`src/sv/msu_pkg.sv`:
```
`default_nettype none

package msu_pkg;

    localparam int RegCount = 32;
    localparam int AddrWidth = $clog2(RegCount);
    localparam int DataWidth = 64;
    localparam int OpWidth = 4;

    // Instruction codes.
    localparam logic [OpWidth-1:0] OP_SLL    = 4'd0;
    localparam logic [OpWidth-1:0] OP_SRL    = 4'd1;
    localparam logic [OpWidth-1:0] OP_SRA    = 4'd2;
    localparam logic [OpWidth-1:0] OP_DSLL   = 4'd3;
    localparam logic [OpWidth-1:0] OP_DSRL   = 4'd4;
    localparam logic [OpWidth-1:0] OP_DSRA   = 4'd5;
    localparam logic [OpWidth-1:0] OP_DSLL32 = 4'd6;
    localparam logic [OpWidth-1:0] OP_DSRL32 = 4'd7;
    localparam logic [OpWidth-1:0] OP_DSRA32 = 4'd8;
    localparam logic [OpWidth-1:0] OP_SLLV   = 4'd9;
    localparam logic [OpWidth-1:0] OP_SRLV   = 4'd10;
    localparam logic [OpWidth-1:0] OP_SRAV   = 4'd11;
    localparam logic [OpWidth-1:0] OP_DSLLV  = 4'd12;
    localparam logic [OpWidth-1:0] OP_DSRLV  = 4'd13;
    localparam logic [OpWidth-1:0] OP_DSRAV  = 4'd14;
    localparam logic [OpWidth-1:0] OP_LOAD   = 4'd15;

    // Where the shift amount comes from.
    localparam logic [1:0] AMT_SA   = 2'd0;
    localparam logic [1:0] AMT_SA32 = 2'd1;
    localparam logic [1:0] AMT_RS5  = 2'd2;
    localparam logic [1:0] AMT_RS6  = 2'd3;

    typedef struct packed {
        logic [1:0] amt_sel;
        logic       is32;
        logic       left;
        logic       arith;
        logic       load;
    } shift_ctl_t;

    function automatic shift_ctl_t decode_op(input logic [OpWidth-1:0] op);
        shift_ctl_t c;
        c = '0;
        case (op)
            OP_SLL:    begin c.amt_sel = AMT_SA;   c.is32 = 1'b1; c.left = 1'b1; end
            OP_SRL:    begin c.amt_sel = AMT_SA;   c.is32 = 1'b1; end
            OP_SRA:    begin c.amt_sel = AMT_SA;   c.is32 = 1'b1; c.arith = 1'b1; end
            OP_DSLL:   begin c.amt_sel = AMT_SA;   c.left = 1'b1; end
            OP_DSRL:   begin c.amt_sel = AMT_SA;   end
            OP_DSRA:   begin c.amt_sel = AMT_SA;   c.arith = 1'b1; end
            OP_DSLL32: begin c.amt_sel = AMT_SA32; c.left = 1'b1; end
            OP_DSRL32: begin c.amt_sel = AMT_SA32; end
            OP_DSRA32: begin c.amt_sel = AMT_SA32; c.arith = 1'b1; end
            OP_SLLV:   begin c.amt_sel = AMT_RS5;  c.is32 = 1'b1; c.left = 1'b1; end
            OP_SRLV:   begin c.amt_sel = AMT_RS5;  c.is32 = 1'b1; end
            OP_SRAV:   begin c.amt_sel = AMT_RS5;  c.is32 = 1'b1; c.arith = 1'b1; end
            OP_DSLLV:  begin c.amt_sel = AMT_RS6;  c.left = 1'b1; end
            OP_DSRLV:  begin c.amt_sel = AMT_RS6;  end
            OP_DSRAV:  begin c.amt_sel = AMT_RS6;  c.arith = 1'b1; end
            default:   begin c.load = 1'b1; end
        endcase
        return c;
    endfunction

endpackage

`default_nettype wire

```
`src/sv/msu_regfile.sv`:
```
`default_nettype none

module msu_regfile (
    input  wire logic                          clk,
    input  wire logic                          rst_n,
    input  wire logic                          rd_en,
    input  wire logic [msu_pkg::AddrWidth-1:0] rd_addr_a,
    input  wire logic [msu_pkg::AddrWidth-1:0] rd_addr_b,
    output logic      [msu_pkg::DataWidth-1:0] rd_data_a,
    output logic      [msu_pkg::DataWidth-1:0] rd_data_b,
    input  wire logic                          wr_en,
    input  wire logic [msu_pkg::AddrWidth-1:0] wr_addr,
    input  wire logic [msu_pkg::DataWidth-1:0] wr_data
);
    import msu_pkg::*;

    logic [DataWidth-1:0] mem_reg [RegCount];
    logic [RegCount-1:0]  valid_reg;
    logic [DataWidth-1:0] data_a_reg;
    logic [DataWidth-1:0] data_b_reg;
    logic                 valid_a_reg;
    logic                 valid_b_reg;

    // Storage and registered read data; no reset on the array itself.
    always_ff @(posedge clk)
    begin
        if (wr_en)
        begin
            mem_reg[wr_addr] <= wr_data;
        end
        if (rd_en)
        begin
            data_a_reg <= mem_reg[rd_addr_a];
            data_b_reg <= mem_reg[rd_addr_b];
        end
    end

    // An entry that was never written since reset reads as zero. Entry zero
    // is not guarded here; the shift unit never writes it, so it stays zero.
    always_ff @(posedge clk or negedge rst_n)
    begin
        if (!rst_n)
        begin
            valid_reg   <= '0;
            valid_a_reg <= 1'b0;
            valid_b_reg <= 1'b0;
        end
        else
        begin
            if (wr_en)
            begin
                valid_reg[wr_addr] <= 1'b1;
            end
            if (rd_en)
            begin
                valid_a_reg <= valid_reg[rd_addr_a];
                valid_b_reg <= valid_reg[rd_addr_b];
            end
        end
    end

    assign rd_data_a = valid_a_reg ? data_a_reg : '0;
    assign rd_data_b = valid_b_reg ? data_b_reg : '0;

endmodule

`default_nettype wire

```
`src/sv/msu_shifter.sv`:
```
`default_nettype none

module msu_shifter (
    input  wire msu_pkg::shift_ctl_t          ctl,
    input  wire logic [4:0]                   sa,
    input  wire logic [msu_pkg::DataWidth-1:0] rs_val,
    input  wire logic [msu_pkg::DataWidth-1:0] rt_val,
    input  wire logic [msu_pkg::DataWidth-1:0] load_value,
    output logic      [msu_pkg::DataWidth-1:0] result
);
    import msu_pkg::*;

    logic [5:0]           amt;
    logic [DataWidth-1:0] src;
    logic [DataWidth-1:0] shifted;

    always_comb
    begin
        case (ctl.amt_sel)
            AMT_SA:   amt = {1'b0, sa};
            AMT_SA32: amt = {1'b1, sa};
            AMT_RS5:  amt = {1'b0, rs_val[4:0]};
            AMT_RS6:  amt = rs_val[5:0];
            default:  amt = '0;
        endcase
    end

    // The word forms reuse the doubleword shifter: the low word is extended
    // (by sign for arithmetic shifts) and the low 32 bits of the result kept and sign-extended.
    always_comb
    begin
        if (ctl.is32)
        begin
            src = ctl.arith ? {{32{rt_val[31]}}, rt_val[31:0]} : {32'b0, rt_val[31:0]};
        end
        else
        begin
            src = rt_val;
        end

        if (ctl.left)
        begin
            shifted = src << amt;
        end
        else if (ctl.arith)
        begin
            shifted = $unsigned($signed(src) >>> amt);
        end
        else
        begin
            shifted = src >> amt;
        end

        if (ctl.load)
        begin
            result = load_value;
        end
        else if (ctl.is32)
        begin
            result = {{32{shifted[31]}}, shifted[31:0]};
        end
        else
        begin
            result = shifted;
        end
    end

endmodule

`default_nettype wire

```
`src/sv/mips64_shift_unit.sv`:
```
`default_nettype none

// Shift execute unit with its own 32 x 64-bit register file.
//
// Command channel: an instruction beat (op, dest_reg, value_reg, amount_reg,
// shift_field, load_value) is taken at a rising edge where start is high and
// busy is low. The unit then reads rt and rs from the register file, shifts,
// writes the result back to rd unless rd is register zero, and presents the
// result beat on written_reg, result_value and was_written with done high for
// exactly one cycle.
//
// Fields and operands are registered at the accepting edge; done is then
// registered from exec_reg at the end of the execute cycle. The unit takes no
// new instruction while busy: the synchronous register file read is followed
// by the shift and write-back, and busy is high for the one cycle in between.
// The next instruction may be accepted in the same cycle that done is shown,
// and it sees the previous write-back.
//
// Reset clears all control state and marks every register as zero; no
// clearing pass is needed. The receiver cannot stall: each result beat is
// valid only while done is high.
module mips64_shift_unit (
    input  wire logic        clk,
    input  wire logic        rst_n,
    input  wire logic        start,
    output logic             busy,
    input  wire logic [3:0]  op,
    input  wire logic [4:0]  dest_reg,
    input  wire logic [4:0]  value_reg,
    input  wire logic [4:0]  amount_reg,
    input  wire logic [4:0]  shift_field,
    input  wire logic [63:0] load_value,
    output logic             done,
    output logic [4:0]       written_reg,
    output logic [63:0]      result_value,
    output logic             was_written
);
    import msu_pkg::*;

    logic                 accept;
    logic                 exec_reg;
    logic                 exec_next;
    shift_ctl_t           ctl_reg;
    logic [AddrWidth-1:0] dest_q_reg;
    logic [4:0]           sa_reg;
    logic [DataWidth-1:0] load_q_reg;

    logic [DataWidth-1:0] rt_val;
    logic [DataWidth-1:0] rs_val;
    logic [DataWidth-1:0] shift_result;
    logic                 wb_en;

    logic                 done_reg;
    logic                 done_next;
    logic [AddrWidth-1:0] out_dest_reg;
    logic [DataWidth-1:0] out_value_reg;
    logic                 out_we_reg;

    assign accept    = start && !busy;
    assign exec_next = accept;
    assign done_next = exec_reg;

    // The write-back happens in the execute cycle; register zero is never
    // written, so it keeps reading as zero.
    assign wb_en = exec_reg && (dest_q_reg != '0);

    // Register file read is launched on the accepting edge, so the operands
    // arrive together with the captured instruction fields.
    msu_regfile u_regfile (
        .clk       (clk),
        .rst_n     (rst_n),
        .rd_en     (accept),
        .rd_addr_a (value_reg),
        .rd_addr_b (amount_reg),
        .rd_data_a (rt_val),
        .rd_data_b (rs_val),
        .wr_en     (wb_en),
        .wr_addr   (dest_q_reg),
        .wr_data   (shift_result)
    );

    msu_shifter u_shifter (
        .ctl        (ctl_reg),
        .sa         (sa_reg),
        .rs_val     (rs_val),
        .rt_val     (rt_val),
        .load_value (load_q_reg),
        .result     (shift_result)
    );

    // Control state.
    always_ff @(posedge clk or negedge rst_n)
    begin
        if (!rst_n)
        begin
            exec_reg <= 1'b0;
            done_reg <= 1'b0;
        end
        else
        begin
            exec_reg <= exec_next;
            done_reg <= done_next;
        end
    end

    // Instruction fields held for the execute cycle, and the result beat.
    always_ff @(posedge clk)
    begin
        if (accept)
        begin
            ctl_reg    <= decode_op(op);
            dest_q_reg <= dest_reg;
            sa_reg     <= shift_field;
            load_q_reg <= load_value;
        end
        if (exec_reg)
        begin
            out_dest_reg  <= dest_q_reg;
            out_value_reg <= shift_result;
            out_we_reg    <= (dest_q_reg != '0);
        end
    end

    assign busy         = exec_reg;
    assign done         = done_reg;
    assign written_reg  = out_dest_reg;
    assign result_value = out_value_reg;
    assign was_written  = out_we_reg;

endmodule

`default_nettype wire

```
`config.mk`:
```
export PLATFORM = sky130hd
export DESIGN_NAME = mips64_shift_unit
export DESIGN_NICKNAME = d
export VERILOG_FILES = /design/src/sv/msu_pkg.sv /design/src/sv/msu_regfile.sv /design/src/sv/msu_shifter.sv /design/src/sv/mips64_shift_unit.sv
export SDC_FILE = /design/constraint.sdc
export NUM_CORES = 2
export LEC_CHECK = 0
export BUFFER_PORTS_ARGS = -buffer_cell sky130_fd_sc_hd__buf_2
export CELL_PAD_IN_SITES_DETAIL_PLACEMENT = 1
export CELL_PAD_IN_SITES_GLOBAL_PLACEMENT = 2
export CORE_ASPECT_RATIO = 0.9
export CORE_MARGIN = 4
export CORE_UTILIZATION = 53
export DETAILED_ROUTE_END_ITERATION = 8
export PLACE_DENSITY_LB_ADDON = 0.15
export SLEW_MARGIN = 30
export SYNTH_ARGS = -nofsm -noshare
export SYNTH_HDL_FRONTEND = slang
export SYNTH_SLANG_ARGS = --single-unit
```
`constraint.sdc`:
```
create_clock -name clk -period 16.1 [get_ports clk]
set_input_delay 1.61 -clock clk [delete_from_list [all_inputs] [get_ports clk]]
set_output_delay 1.61 -clock clk [all_outputs]
set_load 0.02 [all_outputs]
```
# After elaboration in Yosys (flattened, before gate mapping)
# Memories as Yosys holds them, arrays and structs flattened. A register that Yosys moved wholly into a read port is not among the register bits.
# Cells that the tools add are included.
# W data, S select, Z words.
# word_totals
regBits	186
latchBits	0
mem_bits_rw	2048
rom_bits	0
inputBits	91
output_inout_bits	72
elab_cells	78
mem_count	1
# classes
n_addsub	0
n_mul	0
n_div	0
n_lt_le_gt_ge	4
eq_ne	17
n_shift	3
n_mux	22
n_bitwise	1
reduce_logical	14
# memory_table
memory	words	word_bits	read_ports	rd_clocked_by_memory_dff	wr	line_no	source
u_regfile.mem_reg	32	64	2	2	1	msu_regfile.sv:17	logic [DataWidth-1:0] mem_reg [RegCount];
# op_table
cell	n
$mux W64	7
$shl A64 B6 Y64	1
$shr A64 B6 Y64	1
$sshr A64 B6 Y64	1
$or A32 B32 Y32	1
$eq A4 B4 Y1 const B	7
$pmux W6 S4	1
$lt A5 B6 Y1 const B	3
$eq A4 B3 Y1 const B	4
$reduce_or A15 Y1	1
$bmux W1 S5	2
$reduce_or A5 Y1	2
$mux W1	9
$reduce_or A3 Y1	3
$eq A4 B2 Y1 const B	2
$mux W6	1
$pmux W2 S3	1
$reduce_or A6 Y1	1
$demux W1 S5	1
$ge A5 B1 Y1 const B	1
$reduce_bool A5 Y1	1
$eq A2 B2 Y1 const B	2
$eq A4 B1 Y1 const B	1
$logic_not A4 Y1	1
other kinds (4)	6

# Depth between registers and ports, before layout
# depth
word_depth	8
depth_mapped	15

# Hierarchy
# Synthesis repeated with hierarchy kept, for this count alone.
# hier_totals
hier_cells	6148
area_unflattened_um2	115958.7
# by_module_without_submodules
module	instances	cells_per_inst	area_per_inst_um2	seq_area_each_um2
msu_regfile	1	4373	100072.2	66193.5
msu_shifter	1	1591	11135.7	0.0
mips64_shift_unit	1	184	4750.8	4554.4

# Worst setup path before layout
# No wires, ideal clock.
# synth_path
path_type	reg-to-reg
start	register exec_reg, in the netlist busy
end	memory u_regfile.mem_reg[24][0], enable pin
t_arrival_ps	5154
slack_ps	10458
stages_incl_launch_ff	4
path_buffers	0
path_cell_list	dfrtp_1 nor2b_1 nand3_1 nor2_1
# synth_via
elab_chain_cells	3
# synth_lines
element	line_no	source
start, declared	mips64_shift_unit.sv:41	logic exec_reg;
start signal, assigned	mips64_shift_unit.sv:101	exec_reg <= exec_next;
$logic_and A1 B1 Y1	mips64_shift_unit.sv:65	assign wb_en = exec_reg && (dest_q_reg != '0);
$mux W1	msu_regfile.sv:27	if (wr_en)
$mux W1 (implied by the code)	msu_regfile.sv:29	mem_reg[wr_addr] <= wr_data;
end, declared	msu_regfile.sv:17	
# No other way between the ends.

# Worst setup path in the final report
# layout_path
start	register u_regfile.valid_b_reg
end	memory u_regfile.mem_reg[0][46] (data pin)
# layout_via
elab_chain_cells	7
elab_cells_between_ends	9
cone_classes	shift (3); mux (6)
# layout_lines
element	line_no	source
start, declared	msu_regfile.sv:22	logic valid_b_reg;
start signal, assigned	msu_regfile.sv:57	valid_b_reg <= valid_reg[rd_addr_b];
$mux W6 (*)	msu_regfile.sv:63	assign rd_data_b = valid_b_reg ? data_b_reg : '0;
$pmux W6 S4 (*)	msu_shifter.sv:19	case (ctl.amt_sel)
$shr A64 B6 Y64 / $sshr A64 B6 Y64 (equally long branches)	msu_shifter.sv:51, msu_shifter.sv:47	
$mux W64	msu_shifter.sv:45	else if (ctl.arith)
$mux W64 (*)	msu_shifter.sv:41	if (ctl.left)
$mux W64 (*)	msu_shifter.sv:58	else if (ctl.is32)
$mux W64 (*)	msu_shifter.sv:54	if (ctl.load)
named net shift_result[46]	mips64_shift_unit.sv:50	logic [DataWidth-1:0] shift_result;
# Mark *: on every way through the listed nets, which the timed path passes. The rest lies on a longest branch.

==> flow_summary.yaml <==
run_status:
  status: "finished, final reports clean"
timing:
  grt_setup_unrepaired: "no"
  hold_violations: 0
  fmax_mhz: 165.4
  finalCriticalPeriod_ns: 6.046
  worst_clock_skew_ns: 0.08224
  fin_crit_sh_pct: 37.55
  maxSlewHeadroom_pct: 24.39
  worst_slew_pin_slew_ns: 1.122
  fin_setup_tns_ns: 0
  finalSetupViolations: 0
  maxSlewViolCount: 0
synthesis:
  synthCells: 5320
  avgSynthCellArea_sq_um: 18.59
  synthArstFlopShare_pct: 1.563
  synth-seq-area-share_pct: 69.79
  synth-seq-cells: 2304
  synth_edf_count: 2268
  synth_ff_type: "edfxtp_1"
  ys_warn_count: 0
  syn-cell-area_sq_um: 98870
  synth.distinct_cells: 100
floorplanning:
  die_area_sq_um: 193500
  die_h_um: 417.8
  die_w_um: 463.3
  num_rows: 150
  ios: 163
  initial_core_util_pct: 53.27
  design.core.area_sq_um: 185600
drt:
  met2WireLength_um: 158700
  drc: 0
  drt_wl_total_um: 347700
  post_drt_wl_per_cell_um: 42.27
  route.layer.met1.wl_um: 133200
  first_iter_violations: 10100
  vias: 59770
  highest_layer: "met5"
  via_per_inst: 7.266
  ant_nets: 0
  dr.pass1.iters: 7
  wl_met3_um: 40080
cts:
  clock_latency_ns: 0.92
  cts_root_buf: "clkbuf_16"
  cts_made_buffers: 221
  clock-sinks: 2304
  clk_pin_slew_ns: 0.07
  cts_tree: "done"
  cts.repair.resized: 0
  htree_levels: 4
  clock_path_buffers: 3
  post-cts-setup-buffers: 0
  cts_hold_buf: 0
finish:
  drive_above_1_share_pct: 29.32
  area_growth_pct: 12.39
  regArea_sq_um: 69010
  fillers: 15840
  fin_nets: 5691
  multi_input_area_sq_um: 29010
  largest_reg_flops: 2048
setup_path:
  path_class: "flop to flop"
  required_ns: 16.64
  end_kind: "flop"
  crit_path_start_kind: "flop"
  r2r_setup_slack_ns: 10.05
  worst-path-max-fanout: 63
  arrival_ns: 6.59
power_and_ir_drop:
  irDropWorstVdd_mv: 0.1191
  power_mw: 14.09
  power.density_nw_per_um2: 126.8
  power.leakage_nw: 35.42
grt:
  grt_pass1_wl_um: 484000
  globalRoute.totalOverflow: 0
  grt_pass1_vias: 60000
  gr-usage-all-layers_pct: 36.01
  grt_antenna_before_repair: 16
  grt_max_degree: 133
placement:
  gp_congestion: 1.088
  io_buffer_count: 162
  place_hpwl_um: 211800
worst_hold_path:
  hp-class: "flop to flop"
job:
  drv_cap: 0
==> per-stage QoR <==
stage	worst slack [ns]	utilization [%]	instance area (sq um)	hold WS (ns)	std cells
floorplan	10.46	-	99110	0.4413	5383
global placement	9.517	55.73	103500	0.3819	7795
detailed placement	9.521	55.87	103700	0.3912	7801
CTS	10.15	59.76	110900	0.4062	8211
global route	9.929	59.86	111100	0.4165	8221
finish	10.05	59.87	111100	0.4001	8226
==> critical path, cell delays in order (launching register included) <==
cell	delay (ns)
dfrtp_1	0.68
nand3_1	0.52
nand2_4	0.55
buf_4	0.82
nand2_1	0.57
o32ai_1	0.96
o221ai_4	0.46
nand2_2	0.60
a2bb2oi_2	0.21
buf_4	0.28
==> path summary, 6_finish.rpt <==
path	startpoint	to	cells after the start
setup reg to reg	u_regfile.valid_b_reg	u_regfile.mem_reg[0][46]	9
max in group asynchronous	rst_n	busy	1
hold reg to reg	u_regfile.valid_reg[0]	u_regfile.valid_reg[0]	0
min in group asynchronous	rst_n	u_regfile.valid_reg[17]	1
hold / removal	u_regfile.valid_reg[0]	u_regfile.valid_reg[0]	0
setup / recovery	u_regfile.valid_b_reg	u_regfile.mem_reg[0][46]	9
==> placed cells by master, fill, tap and decap left out, types with 28 or more instances in the layout <==
master	n
or2_2	33
buf_2	155
o21ai_1	48
o211ai_1	67
conb_1	64
clkbuf_1	46
a22oi_1	50
nand3_1	200
clkinv_2	34
nand2_1	210
mux2i_1	46
a211oi_1	39
nor2_4	34
a31oi_1	34
mux2_2	80
mux4_2	737
clkbuf_16	222
nor3_1	51
a21oi_1	205
dfrtp_1	34
edfxtp_1	2268
o21ai_0	196
o22ai_1	38
nor2_1	164
clkinv_1	59
a221oi_1	28
buf_4	191
==> kinds of logic after synthesis <==
logic type,share of synthesized area [%]
XOR/XNOR,0.01772
AND/OR/NAND/NOR,3.798
multiplexers,18.16
buffers and inverters,1.875
flip-flops,69.79
other,0.003793
AO/OA/AOI/OAI,6.350
==> routing by layer <==
layer	global-route usage [%]	up-vias
met2	54.23	4308
met4	13.76	6
li1	-	22930
met1	52.03	31810
met3	8.346	723
met5	0	-
==> power by group <==
group	internal [mW]	switching (mW)	leakage (nW)	total, mW
logic	0.562	1.33	10.7	1.89
registers	6.91	0.115	21.2	7.03
clock network	2.89	2.28	3.48	5.17
==> final cells by class <==
class / count / area share (%)
diodes: 7 / 0.01576
flip-flops and latches: 2304 / 62.10
inverters: 15 / 0.05742
multi-input cells: 2682 / 26.11
clock buffers: 269 / 5.167
well taps: 2432 / 2.738
repair buffers: 376 / 2.479
clock inverters: 141 / 1.333
==> Yosys cell counts, types with 7 or more instances <==
| cell | count | area, sq um |
|---|---|---|
| a32oi_1 | 25 | 219.0 |
| nand2_1 | 215 | 807.0 |
| a21oi_1 | 211 | 1056 |
| a31oi_1 | 36 | 225.2 |
| o22ai_1 | 41 | 256.5 |
| a211o_1 | 7 | 61.31 |
| a311oi_1 | 9 | 78.83 |
| and3_1 | 13 | 81.33 |
| dfrtp_1 | 36 | 900.9 |
| buf_2 | 83 | 415.4 |
| edfxtp_1 | 2268 | 68110 |
| mux4_2 | 737 | 16600 |
| buf_1 | 73 | 274.0 |
| nor2_1 | 198 | 743.2 |
| o21ai_0 | 202 | 1011 |
| or2_2 | 33 | 206.5 |
| nor3_1 | 56 | 280.3 |
| clkbuf_1 | 181 | 679.4 |
| nor2_2 | 8 | 50.05 |
| nor2b_1 | 9 | 56.30 |
| o21ai_1 | 53 | 265.3 |
| a22oi_1 | 50 | 375.4 |
| nand2b_1 | 9 | 56.30 |
| a211oi_1 | 39 | 292.8 |
| a21o_1 | 13 | 97.59 |
| o211ai_1 | 67 | 503.0 |
| buf_6 | 15 | 168.9 |
| o21a_1 | 7 | 52.55 |
| o32ai_1 | 15 | 131.4 |
| inv_1 | 13 | 48.80 |
| a2111oi_0 | 7 | 61.31 |
| mux2_2 | 80 | 900.9 |
| a2bb2oi_1 | 16 | 140.1 |
| mux2i_1 | 46 | 460.4 |
| nor4_1 | 7 | 43.79 |
| o2111ai_1 | 8 | 70.07 |
| buf_4 | 25 | 187.7 |
| nand4_1 | 15 | 93.84 |
| o221ai_1 | 24 | 210.2 |
| a221oi_1 | 32 | 280.3 |
| nand3_1 | 200 | 1001 |
| and2_1 | 9 | 56.30 |
| o31ai_1 | 17 | 127.6 |
Power figures use the tool's default switching activity.
